--- src/rtl/scalar_minmax_clamp_convert_unit_core_macros.svh ---
// Assertion macros for the scalar min/max/clamp/convert unit.
// Included by the top level; no other dependencies.
`ifndef SCALAR_MINMAX_CLAMP_CONVERT_UNIT_CORE_MACROS_SVH
`define SCALAR_MINMAX_CLAMP_CONVERT_UNIT_CORE_MACROS_SVH

// Implication checked on every edge outside reset.
`define SMC_ASSERT_IMP(label, clk, rst_n, ante, cons, msg) \
    label: assert property (@(posedge clk) disable iff (!rst_n) (ante) |-> (cons)) \
        else $error(msg);

// Next-cycle implication checked outside reset.
`define SMC_ASSERT_NEXT(label, clk, rst_n, ante, cons, msg) \
    label: assert property (@(posedge clk) disable iff (!rst_n) (ante) |=> (cons)) \
        else $error(msg);

`endif

--- src/rtl/smcc_pkg.sv ---
// Package for the scalar min/max/clamp/convert unit: action and status codes,
// float helpers. No dependencies.
`default_nettype none
package smcc_pkg;

    typedef logic [3:0] action_t;
    typedef logic [1:0] status_t;

    localparam action_t ACT_ABSI   = 4'd0;
    localparam action_t ACT_ABSF   = 4'd1;
    localparam action_t ACT_MINI   = 4'd2;
    localparam action_t ACT_MAXI   = 4'd3;
    localparam action_t ACT_MINF   = 4'd4;
    localparam action_t ACT_MAXF   = 4'd5;
    localparam action_t ACT_CLAMPI = 4'd6;
    localparam action_t ACT_CLAMPF = 4'd7;
    localparam action_t ACT_FLOOR  = 4'd8;
    localparam action_t ACT_CEIL   = 4'd9;
    localparam action_t ACT_ROUND  = 4'd10;

    localparam status_t ST_OK    = 2'd0;
    localparam status_t ST_ORDER = 2'd1;
    localparam status_t ST_RANGE = 2'd2;

    localparam logic [31:0] SIGN_BIT    = 32'h8000_0000;
    localparam logic [31:0] F_INT32_MIN = 32'hCF00_0000;

    function automatic logic is_nan(input logic [31:0] x);
        return (x[30:23] == 8'hFF) && (x[22:0] != 23'd0);
    endfunction

    // signed int32 a < b
    function automatic logic int_less(input logic [31:0] a, input logic [31:0] b);
        return $signed(a) < $signed(b);
    endfunction

    // IEEE single a < b, C semantics (NaN false, -0 == +0)
    function automatic logic flt_less(input logic [31:0] a, input logic [31:0] b);
        logic both_zero;
        logic res;
        both_zero = (a[30:0] == 31'd0) && (b[30:0] == 31'd0);
        if (is_nan(a) || is_nan(b) || both_zero)
            res = 1'b0;
        else if (a[31] != b[31])
            res = a[31];
        else if (!a[31])
            res = a[30:0] < b[30:0];
        else
            res = a[30:0] > b[30:0];
        return res;
    endfunction

endpackage
`default_nettype wire

--- src/rtl/scalar_minmax_clamp_convert_unit_core.sv ---
// Top level of the scalar min/max/clamp/convert unit.
// Depends on smcc_pkg and scalar_minmax_clamp_convert_unit_core_macros.svh.
//
//   channel | ports                                             | dir
//   in      | in_valid/in_ready, action, first/second/third_op. | in
//   out     | out_valid/out_ready, value, status                | out
//
// One item per cycle unless the output stalls: input register, one combinational pass, result register.
// The result passes the input register, then the result register (two register stages).
// Reset clears the valid bits only.
// The input register loads whenever it is empty or the result register is free or drains
// in the same cycle; a stalled output holds the result, and the input register once full.
`default_nettype none
`include "scalar_minmax_clamp_convert_unit_core_macros.svh"
module scalar_minmax_clamp_convert_unit_core (
    input  wire logic        clk,
    input  wire logic        rst_n,
    input  wire logic        in_valid,
    output logic             in_ready,
    input  wire logic [3:0]  action,
    input  wire logic [31:0] first_operand,
    input  wire logic [31:0] second_operand,
    input  wire logic [31:0] third_operand,
    output logic             out_valid,
    input  wire logic        out_ready,
    output logic [31:0]      value,
    output logic [1:0]       status
);

    logic              s1_valid_reg;
    smcc_pkg::action_t s1_act_reg;
    logic [31:0]       s1_a_reg, s1_b_reg, s1_c_reg;
    logic              out_valid_reg;
    logic [31:0]       value_reg, value_next;
    smcc_pkg::status_t status_reg, status_next;
    logic              out_load, s1_load;

    assign out_load = !out_valid_reg || out_ready;
    assign in_ready = !s1_valid_reg || out_load;
    assign s1_load  = in_valid && in_ready;

    always_ff @(posedge clk or negedge rst_n)
    begin
        if (!rst_n)
        begin
            s1_valid_reg  <= 1'b0;
            out_valid_reg <= 1'b0;
        end
        else
        begin
            if (in_ready)
                s1_valid_reg <= in_valid;
            if (out_load)
                out_valid_reg <= s1_valid_reg;
        end
    end

    always_ff @(posedge clk)
    begin
        if (s1_load)
        begin
            s1_act_reg <= action;
            s1_a_reg   <= first_operand;
            s1_b_reg   <= second_operand;
            s1_c_reg   <= third_operand;
        end
        if (out_load && s1_valid_reg)
        begin
            value_reg  <= value_next;
            status_reg <= status_next;
        end
    end

    // float to int conversion
    logic [7:0]  cv_e, cv_eff;
    logic [23:0] cv_mant;
    logic        cv_neg, cv_fnz, cv_half, cv_inc;
    logic [31:0] cv_mag, cv_res;
    logic [7:0]  cv_sh;
    logic [55:0] cv_wide;
    smcc_pkg::status_t cv_st;

    always_comb
    begin
        cv_e    = s1_a_reg[30:23];
        cv_neg  = s1_a_reg[31];
        cv_mant = {(cv_e != 8'd0), s1_a_reg[22:0]};
        cv_eff  = (cv_e == 8'd0) ? 8'd1 : cv_e;
        cv_mag  = 32'd0;
        cv_fnz  = 1'b0;
        cv_half = 1'b0;
        cv_inc  = 1'b0;
        cv_sh   = 8'd0;
        cv_wide = 56'd0;
        cv_st   = smcc_pkg::ST_OK;
        cv_res  = 32'd0;
        if (cv_e == 8'hFF)
            cv_st = smcc_pkg::ST_RANGE;
        else if (cv_e >= 8'd158)
        begin
            if (s1_a_reg == smcc_pkg::F_INT32_MIN)
                cv_res = smcc_pkg::SIGN_BIT;
            else
                cv_st = smcc_pkg::ST_RANGE;
        end
        else if (cv_eff >= 8'd150)
        begin
            cv_sh  = cv_eff - 8'd150;
            cv_mag = {8'd0, cv_mant} << cv_sh[2:0];
            cv_res = cv_neg ? (32'd0 - cv_mag) : cv_mag;
        end
        else
        begin
            // shift mantissa right by 150-e, keep 32 fraction bits below
            cv_sh = 8'd150 - cv_eff;
            if (cv_sh <= 8'd32)
                cv_wide = {cv_mant, 32'd0} >> cv_sh[5:0];
            cv_mag  = {8'd0, cv_wide[55:32]};
            cv_half = (cv_sh <= 8'd32) ? cv_wide[31] : 1'b0;
            cv_fnz  = (cv_sh <= 8'd32) ? (cv_wide[31:0] != 32'd0) : (cv_mant != 24'd0);
            unique case (s1_act_reg)
                smcc_pkg::ACT_ROUND: cv_inc = cv_half;
                smcc_pkg::ACT_FLOOR: cv_inc = cv_neg && cv_fnz;
                default:             cv_inc = !cv_neg && cv_fnz;
            endcase
            cv_mag = cv_mag + {31'd0, cv_inc};
            cv_res = cv_neg ? (32'd0 - cv_mag) : cv_mag;
        end
    end

    logic [31:0] a, b, c;
    assign a = s1_a_reg;
    assign b = s1_b_reg;
    assign c = s1_c_reg;

    always_comb
    begin
        value_next  = 32'd0;
        status_next = smcc_pkg::ST_OK;
        unique case (s1_act_reg)
            smcc_pkg::ACT_ABSI:
                if (a == smcc_pkg::SIGN_BIT)
                    status_next = smcc_pkg::ST_RANGE;
                else
                    value_next = a[31] ? (32'd0 - a) : a;
            smcc_pkg::ACT_ABSF: value_next = {1'b0, a[30:0]};
            smcc_pkg::ACT_MINI: value_next = smcc_pkg::int_less(a, b) ? a : b;
            smcc_pkg::ACT_MAXI: value_next = smcc_pkg::int_less(b, a) ? a : b;
            smcc_pkg::ACT_MINF: value_next = smcc_pkg::flt_less(a, b) ? a : b;
            smcc_pkg::ACT_MAXF: value_next = smcc_pkg::flt_less(b, a) ? a : b;
            smcc_pkg::ACT_CLAMPI:
                if (smcc_pkg::int_less(c, b))
                    status_next = smcc_pkg::ST_ORDER;
                else
                    value_next = smcc_pkg::int_less(a, b) ? b :
                                 (smcc_pkg::int_less(c, a) ? c : a);
            smcc_pkg::ACT_CLAMPF:
                if (smcc_pkg::flt_less(c, b))
                    status_next = smcc_pkg::ST_ORDER;
                else
                    value_next = smcc_pkg::flt_less(a, b) ? b :
                                 (smcc_pkg::flt_less(c, a) ? c : a);
            smcc_pkg::ACT_FLOOR, smcc_pkg::ACT_CEIL, smcc_pkg::ACT_ROUND:
            begin
                status_next = cv_st;
                value_next  = (cv_st == smcc_pkg::ST_OK) ? cv_res : 32'd0;
            end
            default: ;
        endcase
    end

    assign out_valid = out_valid_reg;
    assign value     = value_reg;
    assign status    = status_reg;

    `SMC_ASSERT_IMP(a_err_zero, clk, rst_n, out_valid && (status != smcc_pkg::ST_OK), value == 32'd0, "error result with nonzero value")
    `SMC_ASSERT_IMP(a_status_range, clk, rst_n, out_valid, status != 2'd3, "bad status code")
    `SMC_ASSERT_NEXT(a_stall_hold, clk, rst_n, out_valid && !out_ready, out_valid && $stable(value) && $stable(status), "result changed while stalled")

endmodule
`default_nettype wire
--- config.mk ---
export PLATFORM = sky130hd
export DESIGN_NAME = scalar_minmax_clamp_convert_unit_core
export DESIGN_NICKNAME = d
export VERILOG_FILES = /design/src/rtl/smcc_pkg.sv /design/src/rtl/scalar_minmax_clamp_convert_unit_core.sv
export VERILOG_INCLUDE_DIRS = /design/src /design/src/rtl
export SDC_FILE = /design/constraint.sdc
export NUM_CORES = 1
export LEC_CHECK = 0
export ABC_AREA = 1
export BUFFER_PORTS_ARGS = -buffer_cell sky130_fd_sc_hd__buf_4
export CORE_ASPECT_RATIO = 0.6
export CORE_MARGIN = 2
export CORE_UTILIZATION = 35
export DETAILED_ROUTE_END_ITERATION = 12
export GPL_TIMING_DRIVEN = 0
export HOLD_SLACK_MARGIN = 0.12
export PLACE_DENSITY = 0.52
export SETUP_SLACK_MARGIN = 0.02
export SLEW_MARGIN = 0
export SYNTH_ARGS = -nofsm -noshare
export SYNTH_HDL_FRONTEND = slang
export SYNTH_SLANG_ARGS = --single-unit
--- constraint.sdc ---
create_clock -name clk -period 14.6 [get_ports clk]
set_clock_uncertainty 0.05 [all_clocks]
set_input_delay 0.73 -clock clk [delete_from_list [all_inputs] [get_ports clk]]
set_output_delay 0.73 -clock clk [all_outputs]
set_load 0.02 [all_outputs]
==> impl_metrics.json <==
{
  "tritoncts": "yes",
  "placed_wire_length_estimate_after_detailed_placement_um": 85700,
  "hold_class": "in2reg",
  "cp-start-kind": "flop",
  "synth_edf_count": 134,
  "avgSynthCellArea_sq_um": 6.42,
  "post-synth-top-area-cell": "edfxtp_1",
  "regToRegStartpoint": "a[0]",
  "cts_root_buf": "clkbuf_16",
  "critPathArrivalTime_ns": 7.42,
  "setup_viol": 0,
  "dpl-instance-area_sq_mm": 0.0193,
  "max_cap_viols": 0,
  "drt-pass1-iter-count": 6,
  "worst-endpoint-required_ns": 14.69,
  "ys_ff_latch": 136,
  "globalRoute.totalOverflow": 0,
  "area_of_the_die_sq_mm": 0.0514,
  "synth_sequential_area_ratio": 0.235,
  "n_fill_cell": 5385,
  "cts-hold-fix-buffers": 1,
  "final_min_period_over_clock_period": 0.502,
  "fin_crit_ns": 7.33,
  "vias_in_the_first_global_route": 18745,
  "final_cell_area_sq_mm": 0.0198,
  "row_count": 63,
  "cts.htree.levels": 4,
  "grt_pass1_wl_um": 140000,
  "finish.net_count": 3071,
  "synth_top_cells_by_area": "edfxtp_1, nand2_1, nand3_1",
  "final.setup.tns_ns": 0,
  "floorplan.die.height_um": 176,
  "synth.cell_area_sq_mm": 0.0174,
  "preCtsSetupSlack_ns": 8.04,
  "worstHoldEndpoint": "a[25]",
  "r2r.worst_path.cells": 21,
  "synth_top_flop_cell": "edfxtp_1",
  "grt_antenna_before_repair": 1,
  "critical_path.reg2reg.endpoint": "value[29]",
  "post-cts-setup-buffers": 0,
  "io-pin-count": 140,
  "routed-via-count": 21877,
  "maxSlewHeadroom": 0.182,
  "area_share_of_the_largest_cell_type_after_synthesis": 0.232,
  "outcome": "completed",
  "cp-end-kind": "flop",
  "vdd_drop_max_mv": 0.0907,
  "clock.fmax_mhz": 136,
  "worst_skew_pair.late_latency_ns": 0.47,
  "yosysMostFrequentCell": "nand2_1",
  "setup.worst_path.class": "reg2reg",
  "postSynthCellCount": 2705,
  "hold-path-cell-count": 1,
  "area_growth_syn_to_layout_pct": 14.4,
  "power_density_mw_per_mm2": 94.6,
  "place_congestion": 1.06,
  "gr-usage-all-layers": 0.388,
  "die-width_um": 291,
  "finalWirelength_um": 103000,
  "drt-vias-per-instance": 6.20,
  "slew_violations": 0,
  "cts-buffers-inserted": 17,
  "post-layout-total-power_mw": 1.88,
  "cellLeakagePower_nw": 8.94,
  "route.antenna.remaining_nets": 0,
  "timing_hold_violations_final": 0,
  "post-route-drc-count": 0,
  "grt_max_degree": 74,
  "placeableCoreArea_sq_mm": 0.0492,
  "synth_cell_type_count": 62,
  "clkSlewWorstSetupHoldPaths_ns": 0.08,
  "detailedRoute.firstIterationViolations": 3964,
  "timing_worst_slew_pin_value_ns": 1.21,
  "layout-drive-gt1-share": 0.120,
  "synth.net_count": 2910,
  "synth-async-reset-ratio": 0.0147,
  "detail_route.wl_per_cell_um": 29.1,
  "ys_warn_count": 0,
  "fin_ws_ns": 7.27,
  "clockBufferDepth": 2,
  "crit_fanout": 10,
  "initial_utilization": 0.353,
  "numPortBuffers": 139,
  "timing.reg2reg.setup_slack_ns": 7.27,
  "hold_path_startpoint": "first_operand[25]",
  "clock_sinks": 136,
  "synth.cells.most_frequent": "nand2_1, nand3_1, inv_1",
  "cts_resized": 0,
  "grt_setup_unrepaired": "no"
}
-- cell type report --
cell class	instances	area [sq um]	area share
Tap cell	650	813	0.0410
Timing Repair Buffer	142	1100	0.0555
Clock buffer	17	425	0.0214
Multi-Input combinational cell	2161	11600	0.585
Buffer	118	574	0.0289
Clock inverter	14	134	0.00675
Antenna cell	2	5.00	0.000252
Inverter	290	1100	0.0555
Sequential cell	136	4070	0.205
-- worst max-delay path: stages, from the launching register on --
cell and delay (ns):
edfxtp_1 0.54, clkbuf_1 0.48, inv_1 0.27, ha_1 0.26, inv_1 0.05, a21oi_1 0.06, o21ai_0 0.93, a31oi_1 0.28
nor2_1 0.17, nor2_1 0.06, o21ai_0 0.73, nand3_1 0.21, nand2_1 0.20, nand2_1 0.07, nand2_1 0.06, nand3_1 0.30
nand2_1 0.45, clkinv_1 0.58, nand2_1 0.20, nand4_1 0.16, nor3_1 0.64, nand2_1 0.24
-- placed cells by master, fill, tap and decap left out, types with 13 or more instances in the layout --
cell and instances:
o21ai_0 206, buf_2 20, nand3_1 302, nor3_1 53, clkbuf_1 70, nand3b_1 13
nand2_2 33, nor2_2 16, nand3_2 30, inv_1 262, nor2_1 258, clkinv_1 16
o22ai_1 14, nor4_1 22, clkbuf_16 17, nand4_1 70, ha_1 101, xor2_1 26
nand2_1 635, a31oi_1 16, a21oi_1 163, o211ai_1 74, edfxtp_1 134, buf_4 147
-- through the flow --
| stage | std cells | hold slack [ns] | util |
|---|---|---|---|
| finish | 3530 | 0.375 | 0.403 |
| global route | 3528 | 0.367 | 0.403 |
| CTS | 3528 | 0.367 | 0.403 |
| detailed placement | 3496 | 0.461 | 0.392 |
| global placement | 3494 | 0.414 | 0.391 |
| floorplan | 2705 | 0.384 | - |
-- layer usage --
metal	part of all wire	GRT usage	up-vias	wire length, um
li1	-	-	9680	-
met1	0.48	0.618	10371	48900
met2	0.33	0.443	1702	33600
met3	0.18	0.179	124	18300
met4	0.018	0.0747	0	1850
met5	0	0.0216	-	0
-- logic make-up (layout without fill, tap and decap cells) --
| kind of cell | after synthesis | count (layout) | synth area share |
|---|---|---|---|
| simple gates | 1477 | 1477 | 0.396 |
| compound gates | 553 | 553 | 0.185 |
| buf+inv | 408 | 581 | 0.0964 |
| flops | 136 | 136 | 0.235 |
| fa+ha+maj | 101 | 101 | 0.0728 |
| xor+xnor | 28 | 28 | 0.0141 |
| mux | 2 | 2 | 0.00115 |
| other cells | 0 | 2 | 0 |
-- worst max-delay path by stage --
stage / slack, ns / start / cells after the start / endpoint
after floorplan: 9.86 / a[26] / 33 / value[28]
after global placement: 8.05 / a[0] / 21 / value[29]
after detailed placement: 8.04 / a[0] / 21 / value[23]
after CTS: 8.00 / a[0] / 21 / value[23]
after global routing: 7.48 / a[0] / 21 / value[23]
final: 7.27 / a[0] / 21 / value[29]
-- where the power goes --
part	leakage [nW]	internal, mW	switching (mW)
Sequential	1.32	0.479	0.0464
Clock	0.263	0.248	0.189
Combinational	7.35	0.242	0.673
Note: power is estimated with default switching activity, not from simulation.
